$ cat config.mk
export PLATFORM = sky130hd
export DESIGN_NAME = text_escape_encoder
export DESIGN_NICKNAME = d
export VERILOG_FILES = /design/src/sv/tee_pkg.sv /design/src/sv/text_escape_encoder.sv /design/src/sv/tee_expand.sv
export SDC_FILE = /design/constraint.sdc
export NUM_CORES = 1
export LEC_CHECK = 0
export BUFFER_PORTS_ARGS = -buffer_cell sky130_fd_sc_hd__buf_2
export CAP_MARGIN = 40
export CORE_UTILIZATION = 69
export CTS_BUF_LIST = sky130_fd_sc_hd__clkbuf_4
export DETAILED_ROUTE_END_ITERATION = 12
export GPL_TIMING_DRIVEN = 1
export PLACE_DENSITY = 0.95
export SYNTH_ARGS = -nofsm -noshare
export SYNTH_HDL_FRONTEND = slang
export SYNTH_SLANG_ARGS = --single-unit
$ cat constraint.sdc
create_clock -name clock -period 18 [get_ports clock]
set_clock_uncertainty 0.15 [all_clocks]
set_input_delay 3.6 -clock clock [delete_from_list [all_inputs] [get_ports clock]]
set_output_delay 3.6 -clock clock [all_outputs]
set_load 0.05 [all_outputs]
$ cat src/sv/tee_pkg.sv
// Shared types, mode codes and character constants for the text escape encoder.
`default_nettype none

package tee_pkg;

   localparam int unsigned MAX_LEN = 6;

   localparam logic [2:0] MODE_JSON  = 3'd0;
   localparam logic [2:0] MODE_AJSON = 3'd1;
   localparam logic [2:0] MODE_URL   = 3'd2;
   localparam logic [2:0] MODE_JS    = 3'd3;
   localparam logic [2:0] MODE_NAME  = 3'd4;
   localparam logic [2:0] MODE_HTML  = 3'd5;

   localparam logic [7:0] CH_BSLASH  = 8'h5C;
   localparam logic [7:0] CH_QUOTE   = 8'h22;
   localparam logic [7:0] CH_APOS    = 8'h27;
   localparam logic [7:0] CH_SLASH   = 8'h2F;
   localparam logic [7:0] CH_PCT     = 8'h25;
   localparam logic [7:0] CH_COMMA   = 8'h2C;
   localparam logic [7:0] CH_SEMI    = 8'h3B;
   localparam logic [7:0] CH_AMP     = 8'h26;
   localparam logic [7:0] CH_HASH    = 8'h23;
   localparam logic [7:0] CH_LT      = 8'h3C;
   localparam logic [7:0] CH_GT      = 8'h3E;
   localparam logic [7:0] CH_UNDER   = 8'h5F;
   localparam logic [7:0] CH_DOT     = 8'h2E;
   localparam logic [7:0] CH_ZERO    = 8'h30;
   localparam logic [7:0] CH_SPACE   = 8'h20;
   localparam logic [7:0] CH_DEL     = 8'h7F;

   typedef logic [MAX_LEN-1:0][7:0] text_type;

   typedef struct packed {
      text_type   text;
      logic [2:0] count;
      logic       ends;
   } exp_type;

   function automatic logic [7:0] hex_char(input logic [3:0] nib);
      logic [7:0] c;
      if (nib < 4'd10) begin
         c = CH_ZERO + {4'd0, nib};
      end else begin
         c = 8'h57 + {4'd0, nib};
      end
      return c;
   endfunction

   function automatic logic [7:0] lower(input logic [7:0] c);
      return c | 8'h20;
   endfunction

endpackage

`default_nettype wire

$ cat src/sv/text_escape_encoder.sv
// Top level of the text escape encoder: mode register, expansion buffer, byte sequencer.
//
//  channel | direction | ports                                      | handshake
//  req     | in        | req_in_byte, req_last_in_string            | req_valid / req_stall
//  rsp     | out       | rsp_out_byte, rsp_last_of_item             | rsp_valid / rsp_stall
//  csr     | in        | csr_wr_data (escape mode)                  | csr_wr_en
//
// A request transaction is expanded in the cycle it is accepted and held in a six-byte buffer.
// The buffer emits one byte per cycle unless rsp_stall is high; a transaction of n bytes holds
// it until its last byte leaves, so single-byte transactions stream at one per cycle while the
// output is not stalled, and expansions stall the request side. The next request is accepted
// in the same cycle the last byte of the previous one leaves. Transactions giving no bytes
// leave the buffer idle. Reset clears mode, buffer control state and the string-ended flag.
`default_nettype none

module text_escape_encoder (
   input  wire logic       clock,
   input  wire logic       reset,
   input  wire logic       req_valid,
   output logic            req_stall,
   input  wire logic [7:0] req_in_byte,
   input  wire logic       req_last_in_string,
   output logic            rsp_valid,
   input  wire logic       rsp_stall,
   output logic [7:0]      rsp_out_byte,
   output logic            rsp_last_of_item,
   input  wire logic       csr_wr_en,
   input  wire logic [2:0] csr_wr_data
);
   import tee_pkg::*;

   logic [2:0] mode_ff;
   logic       ended_ff, ended_in;
   logic       busy_ff, busy_in;
   logic [2:0] idx_ff, idx_in;
   logic [2:0] cnt_ff, cnt_in;
   text_type   text_ff, text_in;
   exp_type    exp;
   logic       is_last;
   logic       rsp_take;
   logic       req_take;

   tee_expand u_expand (
      .in_byte (req_in_byte),
      .mode    (mode_ff),
      .ended   (ended_ff),
      .exp     (exp)
   );

   assign is_last          = idx_ff == (cnt_ff - 3'd1);
   assign rsp_take         = busy_ff && !rsp_stall;
   assign req_stall        = busy_ff && !(rsp_take && is_last);
   assign req_take         = req_valid && !req_stall;
   assign rsp_valid        = busy_ff;
   assign rsp_out_byte     = text_ff[idx_ff];
   assign rsp_last_of_item = is_last;

   always_comb begin
      busy_in  = busy_ff;
      idx_in   = idx_ff;
      cnt_in   = cnt_ff;
      text_in  = text_ff;
      ended_in = ended_ff;
      if (req_take) begin
         busy_in  = exp.count != 3'd0;
         idx_in   = 3'd0;
         cnt_in   = exp.count;
         text_in  = exp.text;
         ended_in = (ended_ff || exp.ends) && !req_last_in_string;
      end else if (rsp_take) begin
         if (is_last) begin
            busy_in = 1'b0;
         end else begin
            idx_in = idx_ff + 3'd1;
         end
      end
   end

   always_ff @(posedge clock) begin
      if (reset) begin
         mode_ff  <= MODE_JSON;
         ended_ff <= 1'b0;
         busy_ff  <= 1'b0;
         idx_ff   <= 3'd0;
         cnt_ff   <= 3'd0;
      end else begin
         if (csr_wr_en) begin
            mode_ff <= csr_wr_data;
         end
         ended_ff <= ended_in;
         busy_ff  <= busy_in;
         idx_ff   <= idx_in;
         cnt_ff   <= cnt_in;
      end
   end

   always_ff @(posedge clock) begin
      text_ff <= text_in;
   end

endmodule

`default_nettype wire

$ cat src/sv/tee_expand.sv
// Combinational expansion of one input byte into its escaped text.
`default_nettype none

module tee_expand (
   input  wire logic [7:0]      in_byte,
   input  wire logic [2:0]      mode,
   input  wire logic            ended,
   output tee_pkg::exp_type     exp
);
   import tee_pkg::*;

   logic       is_alnum;
   logic       hund_two;
   logic [6:0] rem;
   logic [14:0] prod;
   logic [3:0] tens;
   logic [6:0] tens_x10;
   logic [3:0] units;
   logic [7:0] two;
   logic [7:0] h_hi;
   logic [7:0] h_lo;

   always_comb begin
      is_alnum = (in_byte >= 8'h30 && in_byte <= 8'h39) ||
                 (lower(in_byte) >= 8'h61 && lower(in_byte) <= 8'h7A);
      hund_two = in_byte >= 8'd200;
      rem      = hund_two ? 7'(in_byte - 8'd200) : 7'(in_byte - 8'd100);
      prod     = 15'(rem) * 15'd205;
      tens     = prod[14:11];
      tens_x10 = {tens, 3'b000} - 7'(tens) - 7'(tens) + 7'({tens, 2'b00});
      units    = 4'(rem - tens_x10);
      h_hi     = hex_char(in_byte[7:4]);
      h_lo     = hex_char(in_byte[3:0]);
      unique case (in_byte)
         8'd8:      two = "b";
         8'd9:      two = "t";
         8'd10:     two = "n";
         8'd12:     two = "f";
         8'd13:     two = "r";
         CH_QUOTE:  two = CH_QUOTE;
         CH_BSLASH: two = CH_BSLASH;
         CH_SLASH:  two = CH_SLASH;
         default:   two = 8'd0;
      endcase
   end

   always_comb begin
      exp.text    = '0;
      exp.text[0] = in_byte;
      exp.count   = 3'd1;
      exp.ends    = 1'b0;
      if (ended) begin
         exp.count = 3'd0;
      end else begin
         unique case (mode)
            MODE_JSON, MODE_AJSON: begin
               priority if (two != 8'd0) begin
                  exp.text[0] = CH_BSLASH;
                  exp.text[1] = two;
                  exp.count   = 3'd2;
               end else if (in_byte < CH_SPACE || (mode == MODE_AJSON && in_byte[7])) begin
                  exp.text[0] = CH_BSLASH;
                  exp.text[1] = "u";
                  exp.text[2] = CH_ZERO;
                  exp.text[3] = CH_ZERO;
                  exp.text[4] = h_hi;
                  exp.text[5] = h_lo;
                  exp.count   = 3'd6;
               end else begin
                  exp.count = 3'd1;
               end
            end
            MODE_URL, MODE_JS: begin
               if ((mode == MODE_URL && !is_alnum) ||
                   (mode == MODE_JS && (in_byte < CH_SPACE || in_byte >= CH_DEL ||
                    in_byte == CH_PCT || in_byte == CH_APOS || in_byte == CH_COMMA ||
                    in_byte == CH_SEMI || in_byte == CH_QUOTE))) begin
                  exp.text[0] = CH_PCT;
                  exp.text[1] = h_hi;
                  exp.text[2] = h_lo;
                  exp.count   = 3'd3;
               end
            end
            MODE_NAME: begin
               priority if (in_byte == 8'd0) begin
                  exp.count = 3'd0;
                  exp.ends  = 1'b1;
               end else if (in_byte <= CH_SPACE || in_byte == CH_DEL ||
                            in_byte == CH_APOS || in_byte == CH_COMMA) begin
                  exp.text[0] = CH_UNDER;
               end else begin
                  exp.count = 3'd1;
               end
            end
            MODE_HTML: begin
               priority if (in_byte[7]) begin
                  exp.text[0] = CH_AMP;
                  exp.text[1] = CH_HASH;
                  exp.text[2] = hund_two ? 8'h32 : 8'h31;
                  exp.text[3] = CH_ZERO + {4'd0, tens};
                  exp.text[4] = CH_ZERO + {4'd0, units};
                  exp.text[5] = CH_SEMI;
                  exp.count   = 3'd6;
               end else if (in_byte == CH_LT || in_byte == CH_GT) begin
                  exp.text[0] = CH_AMP;
                  exp.text[1] = (in_byte == CH_LT) ? "l" : "g";
                  exp.text[2] = "t";
                  exp.text[3] = CH_SEMI;
                  exp.count   = 3'd4;
               end else if (in_byte == CH_AMP) begin
                  exp.text[0] = CH_AMP;
                  exp.text[1] = "a";
                  exp.text[2] = "m";
                  exp.text[3] = "p";
                  exp.text[4] = CH_SEMI;
                  exp.count   = 3'd5;
               end else if (in_byte == CH_QUOTE) begin
                  exp.text[0] = CH_AMP;
                  exp.text[1] = "q";
                  exp.text[2] = "u";
                  exp.text[3] = "o";
                  exp.text[4] = "t";
                  exp.text[5] = CH_SEMI;
                  exp.count   = 3'd6;
               end else if ((in_byte < CH_SPACE && in_byte != 8'd10 && in_byte != 8'd13) ||
                            in_byte == CH_DEL) begin
                  exp.text[0] = CH_DOT;
               end else begin
                  exp.count = 3'd1;
               end
            end
            default: begin
               exp.count = 3'd1;
            end
         endcase
      end
   end

endmodule

`default_nettype wire
==> qor.yml <==
reg2reg_slack_ns: 15.06
rsz0062_at_grt: "false"
die_w_um: 86.15
synthesis.yosys.warnings: 0
avgViaCountPerCell: 6.663
ctsHoldBuffers: 0
drt-initial-drc-count: 637
setup_violations: 0
synthesis.nets: 625
rr_endpoint: "text_ff[35]"
postRouteAntennaNets: 0
setup_tns_ns: 0
syn_inst: 545
dpl_cell_area_mm2: 0.005037
crit_path_max_fanout: 10
slowest_stage: "fa_1"
cts_buffers: 5
drc: 0
clock_path_buffers: 2
multi_input_area_mm2: 0.003070
p_sw_mw: 0.2128
syn_area_mm2: 0.004886
hold_viol_final: 0
cp_data_arrival_time_ns: 10.27
swShare: 0.4207
worstSetupPathType: "input pin to flop"
grt_max_degree: 44
synth_top_area_frac: 0.2643
synth_simple_gate_area_frac: 0.1839
yosysSeqAreaShare: 0.3093
ff_latch_area_mm2: 0.001511
hp-class: "flop to flop"
cts.repair.resized: 0
synth_top_family_by_area: "simple AND/OR/NAND/NOR gates"
synth_ff_type: "edfxtp_1"
top_level_ports: 28
portBuffers: 27
synth_fa_ha_area_frac: 0.1752
crit_path_end_kind: "flop"
reg2reg_depth: 8
final_area_mm2: 0.005100
synth-compound-area-share: 0.1685
wl_um: 12950
cts-root-buf: "clkbuf_4"
cts-htree-levels: 2
p_leak_nw: 2.107
post_cts_buffers: 0
die_area_mm2: 0.007422
status: "complete, no violations"
syn2layout_area_growth_pct: 4.379
ys_types: 65
async_reset_ff_frac: 0
start_kind: "input pin"
synth_edf_count: 43
cpPeakStageDelay_ns: 0.52
tightest_slew_ns: 0.8345
cp_common_cell: "ha_1"
nFillCells: 514
yosys-top-cells-area: "edfxtp_1, ha_1, dfxtp_1, a21oi_1, fa_1"
final_nets: 632
grt_pass1_vias: 4081
fmax_ghz: 0.09828
yosysTopAreaCell: "edfxtp_1"
wl_per_cell_um: 19.92
slew_headroom: 0.4437
first_pass_iters: 6
postSynthAreaPerCell_um2: 8.965
final_layout_size_suffix_gt1_frac: 0.1031
ir_worst_vdd_mv: 0.1201
slew_violations: 0
grt_usage: 0.3581
p_seq_frac: 0.295
worstSetupStartpoint: "req_in_byte[4]"
muxShareOfSynthArea: 0.06120
initial_utilization: 0.7152
dieHeight_um: 86.15
cap_violations: 0
crit_path_end: "text_ff[35]"
clk_latency_ns: 0.37
synth-seq-cells: 54
antenna_found_initial: 1
overflow: 0
place.gp.congestion: 1.038
coreArea_mm2: 0.006832
vias: 4331
rows: 30
tritoncts: "yes"
hpwl_um: 9953
clk_pin_slew_ns: 0.15
pwr-share-comb: 0.597
power.internal_mw: 0.2931
synthXorXnorAreaFrac: 0.03944
min_period_over_period: 0.5653
grt_pass1_wl_um: 20550
clock-sinks: 54
clockPowerShare: 0.108
power_density_mw_per_mm2: 99.19
r2r-start: "mode_ff[2]"
required_ns: 18.09
min_period_ns: 10.17
==> synthesized netlist by cell type, drive strengths merged (9+ instances only) <==
cell type	number
inv	44
o21ai	40
dfxtp	11
edfxtp	43
xnor2	19
nand2b	10
mux2i	13
nor3	15
ha	54
a21oi	39
buf	10
a31oi	11
nand3	16
nand2	44
clkbuf	20
fa	9
nor2	45
o22ai	10
==> metal layers <==
| layer | wire length (µm) | vias to the layer above | global-route usage |
|---|---|---|---|
| met2 | 6006 | 281 | 0.5729 |
| met5 | 0 | - | 0 |
| met3 | 1201 | 49 | 0.05679 |
| met4 | 465 | 0 | 0.1485 |
| li1 | - | 1977 | - |
| met1 | 5275 | 2024 | 0.4860 |
==> cell families after synthesis <==
family,after synthesis
AO/OA/AOI/OAI,135
XOR/XNOR,22
adder cells (fa/ha/maj),63
buffers and inverters,74
flip-flops,54
multiplexers,21
AND/OR/NAND/NOR,176
==> area by class of cell <==
cell class	instances	share of cell area
diodes	1	0.0004907
clock buffers	6	0.008832
clock inverters	2	0.002944
inverters	44	0.03238
multi-input cells	417	0.6021
flip-flops and latches	54	0.2964
well taps	96	0.02355
repair buffers	30	0.03337
==> stage by stage <==
step | utilization | power [mW] | hold WS (ns) | cells | setup slack (ns)
2_1_floorplan | - | 0.3838 | 0.3005 | 545 | 8.234
3_3_place_gp | 0.7344 | 0.4231 | 0.3103 | 640 | 7.843
3_5_place_dp | 0.7374 | 0.4456 | 0.3435 | 641 | 7.565
4_1_cts | 0.7462 | 0.4993 | 0.3645 | 649 | 7.910
5_1_grt | 0.7462 | 0.5387 | 0.3914 | 649 | 7.427
6_report | 0.7465 | 0.5059 | 0.3685 | 650 | 7.825
==> worst min path at each step <==
stage | startpoint | end | slack, ns | depth (start not counted)
finish | cnt_ff[1] | cnt_ff[1] | 0.37 | 2
global route | cnt_ff[1] | cnt_ff[1] | 0.39 | 2
CTS | cnt_ff[1] | cnt_ff[1] | 0.36 | 2
detailed placement | cnt_ff[1] | cnt_ff[1] | 0.34 | 2
global placement | cnt_ff[1] | cnt_ff[1] | 0.31 | 2
floorplan | cnt_ff[1] | cnt_ff[1] | 0.30 | 2
==> cell usage in the layout, fill, tap and decap left out, types with 3 or more instances in the layout <==
| cell | count |
|---|---|
| a21oi_1 | 37 |
| edfxtp_1 | 43 |
| and3b_1 | 3 |
| a21o_1 | 5 |
| and3_1 | 5 |
| nand3_1 | 16 |
| fa_1 | 9 |
| mux2i_1 | 13 |
| nor4_1 | 4 |
| clkbuf_4 | 6 |
| dfxtp_1 | 11 |
| nor2b_1 | 7 |
| xnor2_1 | 19 |
| a22oi_1 | 5 |
| xor2_1 | 3 |
| and2_1 | 4 |
| nor2_1 | 45 |
| o21ai_0 | 33 |
| or3_1 | 3 |
| o22ai_1 | 10 |
| nand4_1 | 4 |
| nand2b_1 | 10 |
| a211oi_1 | 4 |
| mux4_2 | 7 |
| buf_2 | 27 |
| o21ai_1 | 7 |
| nor3_1 | 13 |
| ha_1 | 54 |
| o21a_1 | 3 |
| nand2_1 | 44 |
| a31oi_1 | 11 |
| inv_1 | 44 |
==> sequential cells by signal (all words and copies together) (netlist names) <==
name / count
ended_ff: 1
mode_ff: 3
cnt_ff: 3
idx_ff: 3
rsp_valid: 1
text_ff: 43
==> power groups by stage <==
stage	Clock (mW)	Combinational, mW	Sequential (mW)
2_1_floorplan	0	0.233	0.151
3_5_place_dp	0	0.294	0.152
6_report	0.0547	0.302	0.149
4_1_cts	0.0543	0.296	0.149
3_3_place_gp	0	0.272	0.151
5_1_grt	0.0583	0.330	0.150
==> worst max-delay path, delay by kind of cell <==
kind	cells	cell delay, ns
adders and majority gates	8	2.83
and+or+nand+nor	7	1.12
muxes	2	0.76
buffers and inverters	6	0.73
xor gates and xnor gates	3	0.62
AOI/OAI and AO/OA	3	0.60
(Power assumes the default switching activity.)
